===== src/design/wpas_pkg.sv =====
// Shared types and constants for the waypoint arrival sequencer.
`default_nettype none

package wpas_pkg;

    // Route table depth and data widths.
    localparam int MAX_WAYPOINTS = 16;
    localparam int COORD_WIDTH   = 32;
    localparam int DWELL_WIDTH   = 16;

    // Fixed field widths.
    localparam int OP_W    = 2;
    localparam int SLOT_W  = 5;
    localparam int REACH_W = 31;
    localparam int WPC_W   = 5;
    localparam int IDX_W   = $clog2(MAX_WAYPOINTS + 2);
    localparam int ADDR_W  = (MAX_WAYPOINTS > 1) ? $clog2(MAX_WAYPOINTS) : 1;

    // Configuration port widths.
    localparam int CFG_IDX_W  = 3;
    localparam int CFG_DATA_W = (COORD_WIDTH > REACH_W) ? COORD_WIDTH : REACH_W;

    // Operation codes.
    localparam logic [OP_W-1:0] OP_WRITE   = 2'd0;
    localparam logic [OP_W-1:0] OP_SAMPLE  = 2'd1;
    localparam logic [OP_W-1:0] OP_ADVANCE = 2'd2;

    // Configuration register indexes.
    localparam logic [CFG_IDX_W-1:0] CFG_REACH_X    = 3'd0;
    localparam logic [CFG_IDX_W-1:0] CFG_REACH_Y    = 3'd1;
    localparam logic [CFG_IDX_W-1:0] CFG_REACH_Z    = 3'd2;
    localparam logic [CFG_IDX_W-1:0] CFG_DWELL      = 3'd3;
    localparam logic [CFG_IDX_W-1:0] CFG_WP_COUNT   = 3'd4;
    localparam logic [CFG_IDX_W-1:0] CFG_HOVER      = 3'd5;

    // Configuration reset values.
    localparam logic [REACH_W-1:0]     REACH_RST = REACH_W'(32768);
    localparam logic [DWELL_WIDTH-1:0] DWELL_RST = DWELL_WIDTH'(10);
    localparam logic [WPC_W-1:0]       WPC_RST   = '0;
    localparam logic [COORD_WIDTH-1:0] HOVER_RST = COORD_WIDTH'(65536);

    typedef struct packed {
        logic [OP_W-1:0]               op;
        logic [SLOT_W-1:0]             slot;
        logic signed [COORD_WIDTH-1:0] pos_x;
        logic signed [COORD_WIDTH-1:0] pos_y;
        logic signed [COORD_WIDTH-1:0] pos_z;
    } t_item;

    typedef struct packed {
        logic             arrived;
        logic             route_done;
        logic [WPC_W-1:0] current_index;
    } t_result;

endpackage

`default_nettype wire


===== src/design/waypoint_arrival_sequencer.sv =====
// Top level of the waypoint arrival sequencer: route table, dwell counter and set point index.
`default_nettype none

// Usage
// An item enters on i_item when start is high and busy is low at a rising
// clock edge. Op 0 writes a route waypoint, op 1 checks a position sample
// against the current set point, and op 2 advances to the next set point.
// Every item gives exactly one result on o_result, marked by o_valid for one
// cycle, and the receiver has no way to stall it.
// The item is captured in an input register, and all of its work (table read,
// three axis compares, dwell count and index update) is done in the following
// cycle, when the result register loads. So o_valid is registered behind the
// input register, and one item may enter in every cycle while busy is low.
// Configuration registers are written through i_cfg_we, i_cfg_idx and
// i_cfg_data while no item is in flight; indexes beyond the list are ignored.
// A synchronous reset clears the set point index to the hover point, clears
// the dwell counter, loads the register defaults and sets busy, which clears
// at the clock edge after reset is released. The route table is not cleared;
// entries must be written before they are used as a set point.
module waypoint_arrival_sequencer (
    input  wire                            i_clk,
    input  wire                            i_rst_n,
    input  wire                            start,
    output logic                           busy,
    input  wpas_pkg::t_item                i_item,
    input  wire                            i_cfg_we,
    input  wire [wpas_pkg::CFG_IDX_W-1:0]  i_cfg_idx,
    input  wire [wpas_pkg::CFG_DATA_W-1:0] i_cfg_data,
    output logic                           o_valid,
    output wpas_pkg::t_result              o_result
);
    import wpas_pkg::*;

    // Configuration registers.
    logic [REACH_W-1:0]     r_reach_x;
    logic [REACH_W-1:0]     r_reach_y;
    logic [REACH_W-1:0]     r_reach_z;
    logic [DWELL_WIDTH-1:0] r_dwell_count;
    logic [WPC_W-1:0]       r_wp_count;
    logic [COORD_WIDTH-1:0] r_hover;

    // Route table, one array per axis. Entry k holds waypoint k+1.
    logic [COORD_WIDTH-1:0] r_table_x [MAX_WAYPOINTS];
    logic [COORD_WIDTH-1:0] r_table_y [MAX_WAYPOINTS];
    logic [COORD_WIDTH-1:0] r_table_z [MAX_WAYPOINTS];

    // Sequencing state.
    logic [IDX_W-1:0]       r_cur_idx;
    logic [IDX_W-1:0]       n_cur_idx;
    logic [DWELL_WIDTH-1:0] r_dwell;
    logic [DWELL_WIDTH-1:0] n_dwell;

    // Input register and result register.
    logic    r_busy;
    logic    r_in_valid;
    t_item   r_item;
    logic    r_valid;
    t_result r_result;
    t_result n_result;

    // Datapath signals.
    logic [IDX_W-1:0]         route_len;
    logic                     next_differs;
    logic [IDX_W-1:0]         target;
    logic [ADDR_W-1:0]        tgt_addr;
    logic [ADDR_W-1:0]        wr_addr;
    logic                     wr_en;
    logic [COORD_WIDTH-1:0]   tgt_x;
    logic [COORD_WIDTH-1:0]   tgt_y;
    logic [COORD_WIDTH-1:0]   tgt_z;
    logic                     all_near;
    logic [DWELL_WIDTH:0]     dwell_inc;
    logic                     reached;
    logic                     arrived;

    // True when |p - t| < reach, with the difference taken one bit wider so
    // that it never wraps.
    function automatic logic near_axis(
        input logic signed [COORD_WIDTH-1:0] p,
        input logic signed [COORD_WIDTH-1:0] t,
        input logic [REACH_W-1:0]            reach
    );
        logic signed [COORD_WIDTH:0] d;
        logic [COORD_WIDTH:0]        a;
        begin
            d = (COORD_WIDTH+1)'(p) - (COORD_WIDTH+1)'(t);
            a = d[COORD_WIDTH] ? (COORD_WIDTH+1)'(-d) : (COORD_WIDTH+1)'(d);
            near_axis = a < (COORD_WIDTH+1)'(reach);
        end
    endfunction

    assign busy     = r_busy;
    assign o_valid  = r_valid;
    assign o_result = r_result;

    // Route length saturates at the table depth.
    always_comb begin
        if (32'(r_wp_count) > 32'(MAX_WAYPOINTS)) begin
            route_len = IDX_W'(MAX_WAYPOINTS);
        end else begin
            route_len = IDX_W'(r_wp_count);
        end
    end

    // The next set point is a different one only while the index is still on
    // the route; past its end the block just hovers.
    assign next_differs = (route_len != '0) && (r_cur_idx <= route_len);
    assign target       = (r_cur_idx <= route_len) ? r_cur_idx : '0;
    assign tgt_addr     = ADDR_W'(target - IDX_W'(1));

    // Entry zero is the hover point, built from the hover height register.
    always_comb begin
        if (target == '0) begin
            tgt_x = '0;
            tgt_y = '0;
            tgt_z = r_hover;
        end else begin
            tgt_x = r_table_x[tgt_addr];
            tgt_y = r_table_y[tgt_addr];
            tgt_z = r_table_z[tgt_addr];
        end
    end

    assign all_near = near_axis(r_item.pos_x, tgt_x, r_reach_x)
                   && near_axis(r_item.pos_y, tgt_y, r_reach_y)
                   && near_axis(r_item.pos_z, tgt_z, r_reach_z);

    assign dwell_inc = {1'b0, r_dwell} + (DWELL_WIDTH+1)'(1);

    // Sample handling and advance for the item in the input register.
    always_comb begin
        n_dwell   = r_dwell;
        n_cur_idx = r_cur_idx;
        reached   = 1'b0;
        arrived   = 1'b0;
        n_result  = '0;
        case (r_item.op)
            OP_SAMPLE: begin
                if (all_near) begin
                    if (dwell_inc >= {1'b0, r_dwell_count}) begin
                        n_dwell = '0;
                        reached = 1'b1;
                    end else if (dwell_inc[DWELL_WIDTH]) begin
                        n_dwell = '1;
                    end else begin
                        n_dwell = dwell_inc[DWELL_WIDTH-1:0];
                    end
                end else if (r_dwell != '0) begin
                    n_dwell = r_dwell - DWELL_WIDTH'(1);
                end
                arrived             = reached && next_differs;
                n_result.arrived    = arrived;
                n_result.route_done = arrived && (r_cur_idx == route_len);
            end
            OP_ADVANCE: begin
                if (next_differs) begin
                    n_cur_idx = r_cur_idx + IDX_W'(1);
                end
            end
            default: begin
                // Waypoint writes and the unused code leave the index alone.
            end
        endcase
        n_result.current_index = WPC_W'(n_cur_idx);
    end

    // Waypoint write: slot zero and slots beyond the table are dropped.
    assign wr_en   = r_in_valid && (r_item.op == OP_WRITE) && (r_item.slot != '0)
                  && (32'(r_item.slot) <= 32'(MAX_WAYPOINTS));
    assign wr_addr = ADDR_W'(r_item.slot - SLOT_W'(1));

    always_ff @(posedge i_clk) begin
        if (wr_en) begin
            r_table_x[wr_addr] <= r_item.pos_x;
            r_table_y[wr_addr] <= r_item.pos_y;
            r_table_z[wr_addr] <= r_item.pos_z;
        end
    end

    // Payload registers carry no reset.
    always_ff @(posedge i_clk) begin
        if (start && !r_busy) begin
            r_item <= i_item;
        end
        if (r_in_valid) begin
            r_result <= n_result;
        end
    end

    always_ff @(posedge i_clk) begin
        if (!i_rst_n) begin
            r_busy        <= 1'b1;
            r_in_valid    <= 1'b0;
            r_valid       <= 1'b0;
            r_cur_idx     <= '0;
            r_dwell       <= '0;
            r_reach_x     <= REACH_RST;
            r_reach_y     <= REACH_RST;
            r_reach_z     <= REACH_RST;
            r_dwell_count <= DWELL_RST;
            r_wp_count    <= WPC_RST;
            r_hover       <= HOVER_RST;
        end else begin
            r_busy     <= 1'b0;
            r_in_valid <= start && !r_busy;
            r_valid    <= r_in_valid;
            if (r_in_valid) begin
                r_cur_idx <= n_cur_idx;
                r_dwell   <= n_dwell;
            end
            if (i_cfg_we) begin
                case (i_cfg_idx)
                    CFG_REACH_X:  r_reach_x     <= i_cfg_data[REACH_W-1:0];
                    CFG_REACH_Y:  r_reach_y     <= i_cfg_data[REACH_W-1:0];
                    CFG_REACH_Z:  r_reach_z     <= i_cfg_data[REACH_W-1:0];
                    CFG_DWELL:    r_dwell_count <= i_cfg_data[DWELL_WIDTH-1:0];
                    CFG_WP_COUNT: r_wp_count    <= i_cfg_data[WPC_W-1:0];
                    CFG_HOVER:    r_hover       <= i_cfg_data[COORD_WIDTH-1:0];
                    default: begin
                        // Indexes beyond the register list are ignored.
                    end
                endcase
            end
        end
    end

endmodule

`default_nettype wire


===== config.mk =====
export PLATFORM = sky130hd
export DESIGN_NAME = waypoint_arrival_sequencer
export DESIGN_NICKNAME = d
export VERILOG_FILES = /design/src/design/wpas_pkg.sv /design/src/design/waypoint_arrival_sequencer.sv
export SDC_FILE = /design/constraint.sdc
export NUM_CORES = 2
export LEC_CHECK = 0
export BUFFER_PORTS_ARGS = -buffer_cell sky130_fd_sc_hd__buf_2
export CELL_PAD_IN_SITES_DETAIL_PLACEMENT = 1
export CELL_PAD_IN_SITES_GLOBAL_PLACEMENT = 2
export CORE_ASPECT_RATIO = 0.75
export CORE_MARGIN = 2
export CORE_UTILIZATION = 30
export DETAILED_ROUTE_END_ITERATION = 7
export HOLD_SLACK_MARGIN = 0.02
export PLACE_DENSITY = 0.55
export SETUP_SLACK_MARGIN = 0.05
export SLEW_MARGIN = 30
export SYNTH_ARGS = -nofsm -noshare
export SYNTH_HDL_FRONTEND = slang
export SYNTH_SLANG_ARGS = --single-unit

===== constraint.sdc =====
create_clock -name i_clk -period 14.78 [get_ports i_clk]
set_clock_uncertainty 0.1 [all_clocks]
set_input_delay 0 -clock i_clk [delete_from_list [all_inputs] [get_ports i_clk]]
set_output_delay 0 -clock i_clk [all_outputs]
set_load 0.05 [all_outputs]

* Word-level counts from Yosys, hierarchy flattened
Memory sizes are Yosys's and may differ from the RTL's. Cells that the tools add are included.
Operators by class: $add $sub $neg 11, multipliers 0, divide/modulo/power cells 0, order comparisons 7, equality and inequality tests 8, shifts and indexed selects 0, multiplexer cells 20, bitwise gates (word level) 0, reductions and logical operators 24
Operators with widths (number):
- 33-bit by 31-bit less-than comparator with 1-bit output | 3
- 33-bit two-way mux | 3
- 33-bit negation | 3
- 32-bit by 32-bit subtractor with 33-bit output | 3
- 32-bit two-way mux | 3
- 16-bit two-way mux | 4
- 5-bit two-way mux | 4
- 16-bit by 1-bit adder with 17-bit output, second input constant | 1
- 17-bit by 16-bit greater-or-equal comparator with 1-bit output | 1
- 16-bit nonzero test | 1
- 16-bit by 1-bit subtractor with 16-bit output, second input constant | 1
- 2-bit AND reduction | 6
- 5-bit nonzero test | 2
- 1-bit logical AND | 9
- 4-bit by 1-bit subtractor with 4-bit output, second input constant | 2
- 3-bit by 2-bit equality test with 1-bit output, second input constant | 2
- 3-bit equality test, second input constant | 2
- 1-bit two-way mux | 6
- 5-bit by 1-bit adder with 5-bit output, second input constant | 1
- 5-bit equality test | 1
- 5-bit > comparator, second input constant | 1
- 5-bit less-or-equal comparator | 1
- 5-bit less-or-equal comparator, second input constant | 1
- 5-bit zero test | 1
- 8 further kinds | 8
Storage, ports and cells: bits in registers 280, latch bits 0, bits in writable memories 1536, memory bits (read-only) 0, input bits 142, output and inout port bits 9, logic and storage cells 92, memories kept 3
Memories:
- r_table_x | words 16, width 32, rd ports 1, clocked after Yosys merged registers in 0, write ports 1, line waypoint_arrival_sequencer.sv:43 | logic [COORD_WIDTH-1:0] r_table_x [MAX_WAYPOINTS];
- r_table_y | words 16, width 32, rd ports 1, clocked after Yosys merged registers in 0, write ports 1, line waypoint_arrival_sequencer.sv:44 | logic [COORD_WIDTH-1:0] r_table_y [MAX_WAYPOINTS];
- r_table_z | words 16, width 32, rd ports 1, clocked after Yosys merged registers in 0, write ports 1, line waypoint_arrival_sequencer.sv:45 | logic [COORD_WIDTH-1:0] r_table_z [MAX_WAYPOINTS];

* Logic depth before layout (Yosys ltp)
An unclocked memory read counts as a cell.
depth in word-level cells 17, depth in mapped cells 51

* Worst setup path before layout
OpenSTA, ideal clock, no wires.
path kind flip-flop to flip-flop, start point register r_wp_count[4], end point register r_dwell[6], arrival 11.169 ns, path slack 3.375 ns, cell stages (with the launch flop) 47, buffers on the path 9, cell sequence dfxtp_1 > inv_1 > nand2_1 > ha_1 > a21o_1 > a21oi_1 > nor2b_1 > o31ai_1 > and2_1 > clkbuf_1 > buf_1 > buf_1 > buf_1 > inv_1 > ha_1 > clkbuf_1 > clkbuf_1 > clkbuf_1 > (+11 left out) > or4b_4 > nor4_1 > a31oi_1 > xnor2_1 > ha_1 > a222oi_1 > nor4b_1 > nand4_1 > a2111oi_0 > o211ai_1 > a211oi_1 > o311ai_2 > nor4b_4 > and2_1 > buf_6 > buf_12 > mux2i_1 > a31oi_1
On the way: longest elaborated chain between the ends 15, elaborated cells between the ends (all ways) 29, those cells by class add/sub: 7; order compare: 5; mux: 9; reduce/logical: 5; memory: 3
Ends and longest elaborated chain:
- start: declaration | line waypoint_arrival_sequencer.sv:39 | logic [WPC_W-1:0] r_wp_count;
- start signal: assignment | line waypoint_arrival_sequencer.sv:217 | CFG_WP_COUNT: r_wp_count <= i_cfg_data[WPC_W-1:0];
- 5-bit > comparator | line waypoint_arrival_sequencer.sv:98 | if (32'(r_wp_count) > 32'(MAX_WAYPOINTS)) begin
- 5-bit two-way mux (*) | line waypoint_arrival_sequencer.sv:98
- 5-bit less-or-equal comparator (*) | line waypoint_arrival_sequencer.sv:108 | assign target = (r_cur_idx <= route_len) ? r_cur_idx : '0;
- 5-bit two-way mux (*) | line waypoint_arrival_sequencer.sv:108
- 4-bit by 1-bit subtractor with 4-bit output | line waypoint_arrival_sequencer.sv:109 | assign tgt_addr = ADDR_W'(target - IDX_W'(1));
- memory read 16 x 32 bit, on equally long branches
- 32-bit two-way mux | line waypoint_arrival_sequencer.sv:113 | if (target == '0) begin
- 32-bit by 32-bit subtractor with 33-bit output | line waypoint_arrival_sequencer.sv:86 | d = (COORD_WIDTH+1)'(p) - (COORD_WIDTH+1)'(t);
- 33-bit negation | line waypoint_arrival_sequencer.sv:87 | a = d[COORD_WIDTH] ? (COORD_WIDTH+1)'(-d) : (COORD_WIDTH+1)'(d);
- 33-bit two-way mux | line waypoint_arrival_sequencer.sv:87
- 33-bit by 31-bit less-than comparator with 1-bit output | line waypoint_arrival_sequencer.sv:88 | near_axis = a < (COORD_WIDTH+1)'(reach);
- 1-bit logical AND | line waypoint_arrival_sequencer.sv:125 | && near_axis(r_item.pos_y, tgt_y, r_reach_y)
- 1-bit logical AND (*) | line waypoint_arrival_sequencer.sv:126 | && near_axis(r_item.pos_z, tgt_z, r_reach_z);
- 2-bit nonzero test (no source line)
- 3-bit AND reduction (no source line)
- end signal: assignment | line waypoint_arrival_sequencer.sv:209 | r_dwell <= n_dwell;
- end: declaration | line waypoint_arrival_sequencer.sv:50 | logic [DWELL_WIDTH-1:0] r_dwell;
Mark *: on every way between the ends. The rest lies on a longest branch, timed or not. A chain may end at the register's enable or synchronous reset.

* Worst setup path in the final report
start point register r_cur_idx[2], end point register r_dwell[6]
On the way: longest elaborated chain between the ends 13, elaborated cells between the ends (all ways) 27, those cells by class add/sub: 7; order compare: 4; mux: 8; reduce/logical: 5; memory: 3
Ends and longest elaborated chain:
- start: declaration | line waypoint_arrival_sequencer.sv:48 | logic [IDX_W-1:0] r_cur_idx;
- start signal: assignment | line waypoint_arrival_sequencer.sv:208 | r_cur_idx <= n_cur_idx;
- 5-bit less-or-equal comparator | line waypoint_arrival_sequencer.sv:108
- 5-bit two-way mux (*) | line waypoint_arrival_sequencer.sv:108
- 4-bit by 1-bit subtractor with 4-bit output | line waypoint_arrival_sequencer.sv:109
- memory read 16 x 32 bit, on equally long branches
- 32-bit two-way mux | line waypoint_arrival_sequencer.sv:113
- 32-bit by 32-bit subtractor with 33-bit output | line waypoint_arrival_sequencer.sv:86
- 33-bit negation | line waypoint_arrival_sequencer.sv:87
- 33-bit two-way mux | line waypoint_arrival_sequencer.sv:87
- 33-bit by 31-bit less-than comparator with 1-bit output | line waypoint_arrival_sequencer.sv:88
- 1-bit logical AND | line waypoint_arrival_sequencer.sv:125
- 1-bit logical AND (*) | line waypoint_arrival_sequencer.sv:126
- 2-bit nonzero test (no source line)
- 3-bit AND reduction (no source line)
Marked as above.

==> key figures <==
Worst setup path
  – CP Launch Type: register
  – Max stage delay on crit path: roughly 800 ps
  – CP max stage cell: and2_1
  – CP dominant cell by count: ha_1
  – Worst path arrival time: 13960 ps
  – CP Capture Type: register
  – R2R depth: 36
  – Crit Path Category: register to register
  – WP data required: between 15000 and 20000 ps
  – Worst-path fanout max: 37

Detailed routing
  – Drt pass-1 iters: 7
  – Post-Route WL: 255000 µm
  – Post-route DRC: 0
  – Vias: around 47000
  – Antenna viol nets, final: 0
  – Vias/cell: between 5 and 6
  – DR WL/cell: ~28 µm
  – Starting DRC count in detailed routing: approximately 3700

Floorplanning
  – Die Y-Extent: about 450 µm
  – Initial Util: 0.302
  – Die X: ~600 µm
  – Boundary Pins: approximately 150
  – Die Area: between 200000 and 300000 µm²
  – Core ar.: ~260000 µm²
  – Std cell rows: between 150 and 200

Cells and area
  – Most frequent cells in the layout: edfxtp_1, nand2_1, mux4_2
  – Area Growth Syn to Fin: 18.2%
  – Final std cells w/o fill: around 9200
  – Layout cell share with drive strength beyond 1: 0.186
  – Final Core Density: 0.357
  – Commonest non-fill, non-tap cell in the layout: edfxtp_1
  – NumNets Final: a little under 6000
  – Design area: roughly 94000 µm²

Clock network
  – CTS Buffer Depth: 4
  – CTS tree: done
  – H-tree depth: 4
  – TritonCTS Buffers: a little under 200
  – Clock Latency Late Sink: ~900 ps
  – Clock sink total: about 1800
  – CTS Root Buffer Type: clkbuf_16
  – Clock slew at reported path FFs: roughly 70 ps

Flow run
  – Max_cap viols: 0

Yosys
  – Mapped Avg Cell Area: between 15 and 20 µm²
  – Most used DFF post-synth: edfxtp_1
  – EDFF count, synth: approximately 1600
  – Warnings, synthesis: 0
  – Yosys reg bits: 1816
  – Synth cell types: 96
  – Seq/Total Area, Yosys: 0.663
  – Mapped Nets: between 5000 and 6000
  – Cell count after synthesis: 5010
  – Synthesized area: 79700 µm²
  – Asr flop ratio synth: 0

Global routing
  – Antenna violations before repair: 15
  – GRT Total Usage: 0.187
  – Vias in the first global route: slightly below 50000
  – Total grt overflow: 0
  – Global-route wire length before repair: 366000 µm
  – Largest net degree at the start of global routing: slightly below 100

Placement
  – Placed Cells: ~8600
  – PortBufs: 150
  – DP Area: 85100 µm²
  – GPL Wtd Cong: about 0.80
  – Hpwl dp: between 150000 and 200000 µm
  – DP Worst Slack: 1560 ps

Pwr
  – Maximum vdd ir drop: about 100 µV
  – Final Power: between 10 and 15 mW
  – Power Dens Cells: ~120 nW/µm²
  – P_leak: ~30 nW

STA
  – Maximum clock rate: ~0.075 GHz
  – RSZ-0062 raised after global routing: false
  – Actual slew at the worst max-slew pin: between 1000 and 1500 ps
  – Fin. Hold Viols: 0
  – WHS: 85.4 ps
  – Setup Viol. Count Final: 0
  – Final worst-path cycle share: 0.904
  – Setup TNS: 0 ps
  – Final Max Slew Viols: 0
  – Crit path setup slack, layout: approximately 1400 ps
  – Minimum clock period: approximately 13000 ps
  – Worst slew margin: 0.325

Worst hold path
  – Hold Path Depth: 4
  – HP Class: input pin to register

Status
  – Status: finished clean
cells by family (layout without fill, tap and decap cells):
logic type               count (synthesis)  in the layout  synth area share
other                                    0              4                 0
AO/OA/AOI/OAI                          786            786            0.0629
AND/OR/NAND/NOR                       1028           1028            0.0608
adder cells (fa/ha/maj)                219            219            0.0346
flip-flops                            1816           1816             0.663
multiplexers                           593            593             0.141
buffers and inverters                  390           1035            0.0188
XOR/XNOR                               178            178            0.0196
per-layer routing:
metal  track usage  up-vias  wire (µm)
li1              -    20730          -
met1         0.284    25076     126000
met2         0.283      980     113000
met3        0.0260      289      10900
met4        0.0416        2       5280
met5             0        -         12
where the power goes:
group	switching (mW)	total, mW	leakage (nW)	internal (mW)
registers	0.0662	5.67	16.2	5.60
clock network	2.09	4.88	3.02	2.79
logic	0.396	0.668	10.6	0.271
total	2.55	11.2	29.9	8.67
state kept, by name (all words and copies together), names as in the netlist:
signal / flops
o_valid: 1
busy: 1
r_wp_count: 5
r_table_x: 512
r_item: 103
r_cur_idx: 5
r_reach_x: 31
r_in_valid: 1
r_table_y: 512
r_reach_y: 31
r_reach_z: 31
r_dwell: 16
r_hover: 32
r_dwell_count: 16
o_result: 7
r_table_z: 512
Yosys cell counts, drive strengths merged, types with 6 or more instances:
cell     number  area (µm²)
o21ai       133         666
o211ai       91         688
and2         32         200
or3          21         131
mux2i       114        1140
mux4        416        9370
or2          11        68.8
a211oi       30         243
nand3        50         250
dfxtp       170        3400
inv         150         563
and3         28         175
nand3b       11        82.6
o2111ai       9        78.8
nand2b       21         131
nor2        138         518
a21o         52         390
nand4        51         319
mux2         63         709
a21boi        9        67.6
nand2       510        1920
o21bai       11        82.6
nor3b         9        67.6
a221oi       10        87.6
ha          216        2700
a211o         9        78.8
a21oi       290        1450
nor2b        28         175
nor4         21         150
xnor2       117        1020
buf          46         205
o21a         26         195
o311ai        8        85.1
or4          10        82.6
edfxtp     1646       49400
a31oi        20         125
clkbuf      193         724
and4         15         134
o31ai        21         158
nor3         56         280
xor2         61         534
o211a         6        60.1
repair_timing:
item | in CTS | in global routing
setup buffers | 0 | 0
gates resized for setup | 0 | 0
hold buffers | 291 | 0
setup endpoints to repair | 0 | 0
endpoints found under the hold margin | 320 | 0
final timing paths:
path | to | start | slack, ps
setup / recovery | r_dwell[6]$_SDFFE_PN0P_ | r_cur_idx[2]$_SDFFE_PN0P_ | 1420
hold / removal | r_reach_y[6]$_SDFFE_PN0P_ | i_cfg_data[6] | 90
setup reg to reg | r_dwell[6]$_SDFFE_PN0P_ | r_cur_idx[2]$_SDFFE_PN0P_ | 1420
hold reg to reg | r_reach_x[21]$_SDFFE_PN0P_ | r_reach_x[21]$_SDFFE_PN0P_ | 350
worst max-delay path, delay by kind of cell (launching register included):
| family | cells | cell delay (ps) |
|---|---|---|
| compound gates | 13 | 4360 |
| simple gates | 11 | 3900 |
| fa+ha+maj | 4 | 1770 |
| buf+inv | 3 | 950 |
| mux | 3 | 940 |
| flops | 1 | 540 |
| xor+xnor | 2 | 490 |
layout make-up:
class	instances	area, µm²
diodes	4	10.0
clock buffers	257	5310
clock inverters	93	903
fillers	26695	169000
inverters	151	572
multi-input cells	2804	25600
flip-flops and latches	1816	52800
well taps	3547	4440
repair buffers	534	4610
(Power assumes the default switching activity.)
